## config.mk

```make
export PLATFORM = sky130hd
export DESIGN_NAME = multi_pool_free_list_allocator
export DESIGN_NICKNAME = d
export VERILOG_FILES = /design/src/design/mpfl_pkg.sv /design/src/design/multi_pool_free_list_allocator.sv /design/src/design/mpfl_ctrl.sv /design/src/design/mpfl_dp.sv
export VERILOG_INCLUDE_DIRS = /design/src /design/src/design
export SDC_FILE = /design/constraint.sdc
export NUM_CORES = 1
export LEC_CHECK = 0
export BUFFER_PORTS_ARGS = -buffer_cell sky130_fd_sc_hd__buf_2
export CAP_MARGIN = 40
export CORE_MARGIN = 2
export CORE_UTILIZATION = 30
export CTS_CLUSTER_SIZE = 10
export DETAILED_ROUTE_END_ITERATION = 10
export PLACE_DENSITY_LB_ADDON = 0.15
export SETUP_SLACK_MARGIN = 0.05
export SKIP_LAST_GASP = 1
export SLEW_MARGIN = 20
export SYNTH_ARGS = -nofsm -noshare
export SYNTH_HDL_FRONTEND = slang
export SYNTH_SLANG_ARGS = --single-unit
```

## constraint.sdc

```tcl
create_clock -name clk_i -period 2.5 [get_ports clk_i]
set_input_delay 0.5 -clock clk_i [delete_from_list [all_inputs] [get_ports clk_i]]
set_output_delay 0.5 -clock clk_i [all_outputs]
set_load 0.05 [all_outputs]
```

## src/design/assert_macros.svh

```systemverilog
// Assertion macros used by the top-level allocator to check its own behavior.
`ifndef ASSERT_MACROS_SVH
`define ASSERT_MACROS_SVH

// Same-cycle implication, sampled on the rising clock edge, quiet during reset.
`define ASSERT_NOW(label, ante, cons) \
  label: assert property (@(posedge clk_i) disable iff (!rst_ni) (ante) |-> (cons)) \
    else $error("same-cycle check failed");

// Next-cycle implication, sampled on the rising clock edge, quiet during reset.
`define ASSERT_NEXT(label, ante, cons) \
  label: assert property (@(posedge clk_i) disable iff (!rst_ni) (ante) |=> (cons)) \
    else $error("next-cycle check failed");

`endif

```

## src/design/mpfl_pkg.sv

```systemverilog
// Shared types and constants for the multi-pool free-list allocator.
`timescale 1ns / 1ps

package mpfl_pkg;

  localparam int POOL_COUNT_DEF      = 4;
  localparam int BLOCKS_PER_POOL_DEF = 16;

  localparam int HEAD_SLOTS = 4;
  localparam int LINK_SLOTS = 64;
  localparam int POOL_W     = 2;
  localparam int HANDLE_W   = 6;
  localparam int LINK_W     = 7;

  // A link or head with its top bit set marks the end of a list.
  localparam logic [LINK_W-1:0] END_MARK = 7'd64;

  localparam logic KIND_ALLOC = 1'b0;
  localparam logic KIND_FREE  = 1'b1;

  typedef enum logic {
    ST_IDLE,
    ST_EXEC
  } mpfl_state_e;

  typedef struct packed {
    logic load;  // capture the request and read the link store
    logic exec;  // update heads and links, register the result
  } mpfl_cmd_t;

endpackage

```

## src/design/multi_pool_free_list_allocator.sv

```systemverilog
// Multi-pool free-list allocator: one LIFO free list per pool, shared link store.
// A word's request and the link entry under its pool's head are registered when it is accepted.
// The result is registered in the execute state; no new word is taken until that state ends.
// Reset chains each pool in order, so its highest block is handed out first; no clearing pass.
// The result strobe done_o lasts one cycle and the receiver cannot stall it.
`timescale 1ns / 1ps

module multi_pool_free_list_allocator
  import mpfl_pkg::*;
#(
  parameter int POOL_COUNT      = POOL_COUNT_DEF,
  parameter int BLOCKS_PER_POOL = BLOCKS_PER_POOL_DEF
) (
  input  logic                clk_i,
  input  logic                rst_ni,
  input  logic                start,
  output logic                busy,
  input  logic                kind_i,
  input  logic [POOL_W-1:0]   pool_i,
  input  logic [HANDLE_W-1:0] block_i,
  input  logic                block_is_null_i,
  output logic                done_o,
  output logic                granted_o,
  output logic [HANDLE_W-1:0] handle_o
);

  `include "assert_macros.svh"

  mpfl_cmd_t cmd;

  // The controller takes a word when idle and then moves to its execute state.
  // In the accept cycle the datapath reads the link entry under the pool's
  // head; in the execute cycle it pops or pushes and registers the result,
  // so heads and links are current before the next word is read.
  mpfl_ctrl u_ctrl (
    .clk_i   (clk_i),
    .rst_ni  (rst_ni),
    .start_i (start),
    .busy_o  (busy),
    .cmd_o   (cmd)
  );

  mpfl_dp #(
    .POOL_COUNT      (POOL_COUNT),
    .BLOCKS_PER_POOL (BLOCKS_PER_POOL)
  ) u_dp (
    .clk_i           (clk_i),
    .rst_ni          (rst_ni),
    .cmd_i           (cmd),
    .kind_i          (kind_i),
    .pool_i          (pool_i),
    .block_i         (block_i),
    .block_is_null_i (block_is_null_i),
    .done_o          (done_o),
    .granted_o       (granted_o),
    .handle_o        (handle_o)
  );

  // An accepted word always moves the controller into its execute cycle.
  `ASSERT_NEXT(a_accept_then_busy, start && !busy, busy)
  // Every execute cycle produces exactly one result in the following cycle.
  `ASSERT_NEXT(a_busy_then_done, busy, done_o && !busy)
  // A result that grants nothing carries a zero handle.
  `ASSERT_NOW(a_nogrant_zero, done_o && !granted_o, handle_o == '0)

endmodule

```

## src/design/mpfl_ctrl.sv

```systemverilog
// Controller state machine that sequences one request through the datapath.
`timescale 1ns / 1ps

module mpfl_ctrl
  import mpfl_pkg::*;
(
  input  logic      clk_i,
  input  logic      rst_ni,
  input  logic      start_i,
  output logic      busy_o,
  output mpfl_cmd_t cmd_o
);

  mpfl_state_e state_q, state_d;

  always_ff @(posedge clk_i or negedge rst_ni) begin
    if (!rst_ni) begin
      state_q <= ST_IDLE;
    end else begin
      state_q <= state_d;
    end
  end

  always_comb begin
    state_d    = state_q;
    cmd_o.load = 1'b0;
    cmd_o.exec = 1'b0;
    busy_o     = 1'b0;
    case (state_q)
      ST_IDLE: begin
        if (start_i) begin
          cmd_o.load = 1'b1;
          state_d    = ST_EXEC;
        end
      end
      ST_EXEC: begin
        busy_o     = 1'b1;
        cmd_o.exec = 1'b1;
        state_d    = ST_IDLE;
      end
      default: begin
        state_d = ST_IDLE;
      end
    endcase
  end

endmodule

```

## src/design/mpfl_dp.sv

```systemverilog
// Datapath: pool head registers, shared link store and result registers.
`timescale 1ns / 1ps

module mpfl_dp
  import mpfl_pkg::*;
#(
  parameter int POOL_COUNT      = POOL_COUNT_DEF,
  parameter int BLOCKS_PER_POOL = BLOCKS_PER_POOL_DEF
) (
  input  logic                clk_i,
  input  logic                rst_ni,
  input  mpfl_cmd_t           cmd_i,
  input  logic                kind_i,
  input  logic [POOL_W-1:0]   pool_i,
  input  logic [HANDLE_W-1:0] block_i,
  input  logic                block_is_null_i,
  output logic                done_o,
  output logic                granted_o,
  output logic [HANDLE_W-1:0] handle_o
);

  // Reset contents, fixed at elaboration.
  logic [LINK_W-1:0] link_rst [LINK_SLOTS];
  logic [LINK_W-1:0] head_rst [HEAD_SLOTS];

  for (genvar g = 0; g < LINK_SLOTS; g++) begin : g_link_rst
    localparam int P = g / BLOCKS_PER_POOL;
    localparam int J = g % BLOCKS_PER_POOL;
    assign link_rst[g] = (P < POOL_COUNT && J != 0) ? LINK_W'(g - 1) : END_MARK;
  end

  for (genvar p = 0; p < HEAD_SLOTS; p++) begin : g_head_rst
    localparam int FIRST = p * BLOCKS_PER_POOL;
    localparam int LAST  = (FIRST + BLOCKS_PER_POOL - 1 < LINK_SLOTS) ?
                           FIRST + BLOCKS_PER_POOL - 1 : LINK_SLOTS - 1;
    assign head_rst[p] = (p < POOL_COUNT && FIRST < LINK_SLOTS) ? LINK_W'(LAST) : END_MARK;
  end

  logic [LINK_W-1:0]   head_q [HEAD_SLOTS];
  logic [LINK_W-1:0]   link_mem_q [LINK_SLOTS];
  logic [LINK_SLOTS-1:0] link_vld_q;

  logic                kind_q, null_q;
  logic [POOL_W-1:0]   pool_q;
  logic [HANDLE_W-1:0] block_q;
  logic [LINK_W-1:0]   rd_data_q, rd_rst_q;
  logic                rd_vld_q;
  logic                done_q, granted_q;
  logic [HANDLE_W-1:0] handle_q;

  logic [HANDLE_W-1:0] rd_addr;
  logic [LINK_W-1:0]   head_cur, link_val;
  logic                active, do_pop, do_push;

  // The link read is aimed at the current head of the addressed pool.
  assign rd_addr  = head_q[pool_i][HANDLE_W-1:0];
  assign head_cur = head_q[pool_q];
  assign link_val = rd_vld_q ? rd_data_q : rd_rst_q;
  assign active   = int'(pool_q) < POOL_COUNT;
  assign do_pop   = cmd_i.exec && kind_q == KIND_ALLOC && active && !head_cur[LINK_W-1];
  assign do_push  = cmd_i.exec && kind_q == KIND_FREE && active && !null_q;

  always_ff @(posedge clk_i) begin
    if (cmd_i.load) begin
      kind_q    <= kind_i;
      pool_q    <= pool_i;
      block_q   <= block_i;
      null_q    <= block_is_null_i;
      rd_data_q <= link_mem_q[rd_addr];
      rd_rst_q  <= link_rst[rd_addr];
    end
    if (do_push) begin
      link_mem_q[block_q] <= head_cur;
    end
  end

  always_ff @(posedge clk_i or negedge rst_ni) begin
    if (!rst_ni) begin
      link_vld_q <= '0;
      rd_vld_q   <= 1'b0;
    end else begin
      if (cmd_i.load) begin
        rd_vld_q <= link_vld_q[rd_addr];
      end
      if (do_push) begin
        link_vld_q[block_q] <= 1'b1;
      end
    end
  end

  always_ff @(posedge clk_i or negedge rst_ni) begin
    if (!rst_ni) begin
      for (int i = 0; i < HEAD_SLOTS; i++) begin
        head_q[i] <= head_rst[i];
      end
    end else begin
      if (do_pop) begin
        head_q[pool_q] <= link_val;
      end else if (do_push) begin
        head_q[pool_q] <= {1'b0, block_q};
      end
    end
  end

  always_ff @(posedge clk_i or negedge rst_ni) begin
    if (!rst_ni) begin
      done_q <= 1'b0;
    end else begin
      done_q <= cmd_i.exec;
    end
  end

  always_ff @(posedge clk_i) begin
    if (cmd_i.exec) begin
      granted_q <= do_pop;
      handle_q  <= do_pop ? head_cur[HANDLE_W-1:0] : '0;
    end
  end

  assign done_o    = done_q;
  assign granted_o = granted_q;
  assign handle_o  = handle_q;

endmodule
```

==> results.toml <==
[global_route]
overflow = 0
grt_max_degree = 66
antenna_found_initial = 1
grt_pass1_vias = 14870
grt_pass1_wl_um = 103500
grt_usage_pct = 17.68

[yosys]
yosysSeqAreaShare_pct = 71.86
synth_cell_types = 51
synth_nets = 1602
ys.warnings.count = 0
ys_seq_elements = 574
syn_area_per_cell_sq_um = 14.74
synth_cells = 1585
synth_edf_count = 479
ys.flop_type = "edfxtp_1"
synthArstFlopShare_pct = 16.55
syn_area_sq_mm = 0.02336

[sta]
rsz0062_at_grt = "yes"
hold_violations = 0
maxSlewHeadroom_pct = 54.06
min_period_ns = 2.695
finalSetupViolCount = 8
slew_violations = 0
worst_pin_slew_ns = 0.6891
fin_crit_sh_pct = 107.8
clock.fmax_mhz = 371.0
fin_skew_ns = 0.02737
holdWs_ns = 0.08495
fin_ws_ns = -0.1954

[critical_path]
r2r_end = "u_dp.rd_data_q[0]$_DFFE_PP_"
worstPathMaxFanout = 13
timing.critical_path.to = "u_dp.rd_data_q[0]$_DFFE_PP_"
cp-startpoint = "u_dp.head_q[15]$_DFFE_PN1P_"
r2r-start = "u_dp.head_q[15]$_DFFE_PN1P_"
required_ns = 2.87
start_kind = "flop"
arrival_ns = 3.06
cp-end-kind = "flop"
crit_type = "flop to flop"
rrSetupSlack_ns = -0.20
reg2regPathDepth = 10

[die]
dieArea_sq_mm = 0.08011
dieHeight_um = 283.0
rows = 102
initial_utilization_pct = 30.25
num_io_pins = 22
coreArea_sq_mm = 0.07721
die_w_um = 283.0

[run_status]
outcome = "finished with violations"
failed_checks = "setup timing"

[clock_tree]
clk_latency_ns = 0.61
clockRootBuffer = "clkbuf_16"
clk_path_buf_depth = 3
cts_tree = "built"
clock_sink_count = 574
cts_htree_levels = 3
cts_buffers = 70
clk_pin_slew_ns = 0.06

[route]
viasPerCell = 4.862
routed_wl_um = 71630
firstDrtPassIters = 5
routedWlPerCell_um = 24.03
drt_iter0_drc = 1252
post-route-drc-count = 0
ant_nets = 0
vias = 14490

[cells_and_area]
fin_nets = 1907
layout_commonest_cell = "edfxtp_1"
final_cell_mix = "479 x edfxtp_1, 266 x nand2_1, 258 x buf_4"
drive_gt1_share_pct = 33.25
final_cell_area_sq_mm = 0.02953
area_growth_pct = 26.42

[pwr]
p_comb_share_pct = 37.2
power_frac_clock_pct = 27.5
p_seq_share_pct = 35.3
p_sw_mw = 11.82
p_int_mw = 22.95
switching_share_pct = 33.99
cellLeakagePower_nw = 10.89
powerDensity_mw_per_mm2 = 1177
peakVddDrop_v = 0.0004964

[job]
cap_violations = 0

[place]
place.gp.congestion = 0.8084
dp_slack_ns = -0.7319
dpl_cell_area_sq_mm = 0.02667
dp_hpwl_um = 45620
portBuffers = 21

[min_path]
hold_class = "input port to flop"
[cell type report]
type                    instances  area (sq um)
repair buffers                322          2841
diodes                          1         2.502
clock buffers                 117          2102
well taps                    1040          1301
inverters                       7         55.05
fillers                      7305         47680
flip-flops and latches        574         16790
clock inverters                 5         47.55
repair inverters                3         28.78
multi-input cells             912          6367
[cells by family after synthesis]
group | after synthesis | share of synthesized area [%]
AO/OA/AOI/OAI | 190 | 5.490
adder cells (fa/ha/maj) | 4 | 0.2143
buffers and inverters | 99 | 2.576
flip-flops | 574 | 71.86
multiplexers | 138 | 8.377
AND/OR/NAND/NOR | 580 | 11.48
[synth_stat cells, drive strengths merged, types with 19 or more instances]
master  count  area share [%]
edfxtp    479              62
nand2     269             4.3
nand3      85             1.8
nor2       81             1.3
dfrtp      75             8.0
mux2i      65             2.8
or2        64             1.7
buf        60             1.9
a21oi      44            0.94
mux4       43             4.1
a211oi     38             1.2
clkbuf     32            0.51
and2       30            0.80
mux2       30             1.4
a31oi      28            0.75
dfstp      20             2.2
o21ai      19            0.41
[registers in the layout (all words and copies together), names as in the netlist]
| name | flops |
|---|---|
| u_dp.rd_rst_q | 7 |
| u_dp.done_o | 1 |
| u_dp.link_mem_q | 448 |
| u_dp.block_q | 6 |
| u_dp.rd_data_q | 7 |
| u_dp.granted_o | 1 |
| u_dp.rd_vld_q | 1 |
| u_dp.link_vld_q | 64 |
| u_dp.handle_o | 6 |
| u_dp.kind_q | 1 |
| u_dp.pool_q | 2 |
| u_dp.null_q | 1 |
| u_dp.head_q | 28 |
| u_ctrl.state_q | 1 |
[worst max-delay path: stages, from the launching register on]
cell and delay (ns):
dfstp_2 0.55, mux2i_1 0.07, mux2_4 0.37, buf_4 0.22
clkbuf_16 0.21, buf_4 0.17, nand2_1 0.06, a21oi_1 0.05
o21ai_0 0.32, nand3_2 0.18, a22o_1 0.26
[power groups by stage]
stage	combinational [mW]	sequential (mW)	clock, mW
final	12.9	12.3	9.55
after global routing	13.7	12.3	10.2
after CTS	12.6	12.3	9.79
after detailed placement	11.6	12.5	0
after global placement	11.5	12.5	0
after floorplan	5.93	12.4	0
[worst min path at each step]
stage                                               start  slack [ns]  cells past startpoint                              end
final                                          block_i[4]        0.08                      1        u_dp.block_q[4]$_DFFE_PP_
after global routing                               kind_i        0.06                      1            u_dp.kind_q$_DFFE_PP_
after CTS                                      block_i[4]        0.05                      1        u_dp.block_q[4]$_DFFE_PP_
after detailed placement  u_dp.link_vld_q[42]$_DFFE_PN0P_        0.45                      1  u_dp.link_vld_q[42]$_DFFE_PN0P_
after global placement     u_dp.link_vld_q[9]$_DFFE_PN0P_        0.45                      1   u_dp.link_vld_q[9]$_DFFE_PN0P_
after floorplan                                    rst_ni        0.20                      0         u_ctrl.state_q$_DFF_PN0_
[through the flow]
| step | cells | utilization, % | total power [mW] | TNS [ns] |
|---|---|---|---|---|
| floorplan | 1585 | - | 18.33 | -0.7080 |
| global placement | 2830 | 34.51 | 24.01 | -5.436 |
| detailed placement | 2831 | 34.54 | 24.08 | -5.507 |
| CTS | 2975 | 37.92 | 34.70 | -1.652 |
| global route | 2980 | 38.25 | 36.23 | -1.791 |
| finish | 2981 | 38.25 | 34.76 | -1.298 |
[layer usage]
metal  GRT usage, %  vias up  share of wire (%)  routed length, um
met3          3.824       96                5.7               4062
met4          4.641        0                2.3               1629
li1               -     6566                  -                  -
met5              0        -                  0                  0
met1          24.12     7437                 45              32220
met2          28.56      394                 47              33730
[repair_timing]
| action | in CTS | in global routing |
|---|---|---|
| resized for setup | 48 | 46 |
| setup buffers | 16 | 5 |
| endpoints found under the hold margin | 14 | 0 |
| pin swaps | 14 | 15 |
| hold buffers | 1 | 0 |
| endpoints found under the setup margin | 8 | 67 |
| gates cloned | 5 | 1 |
Note: power is estimated with default switching activity, not from simulation.
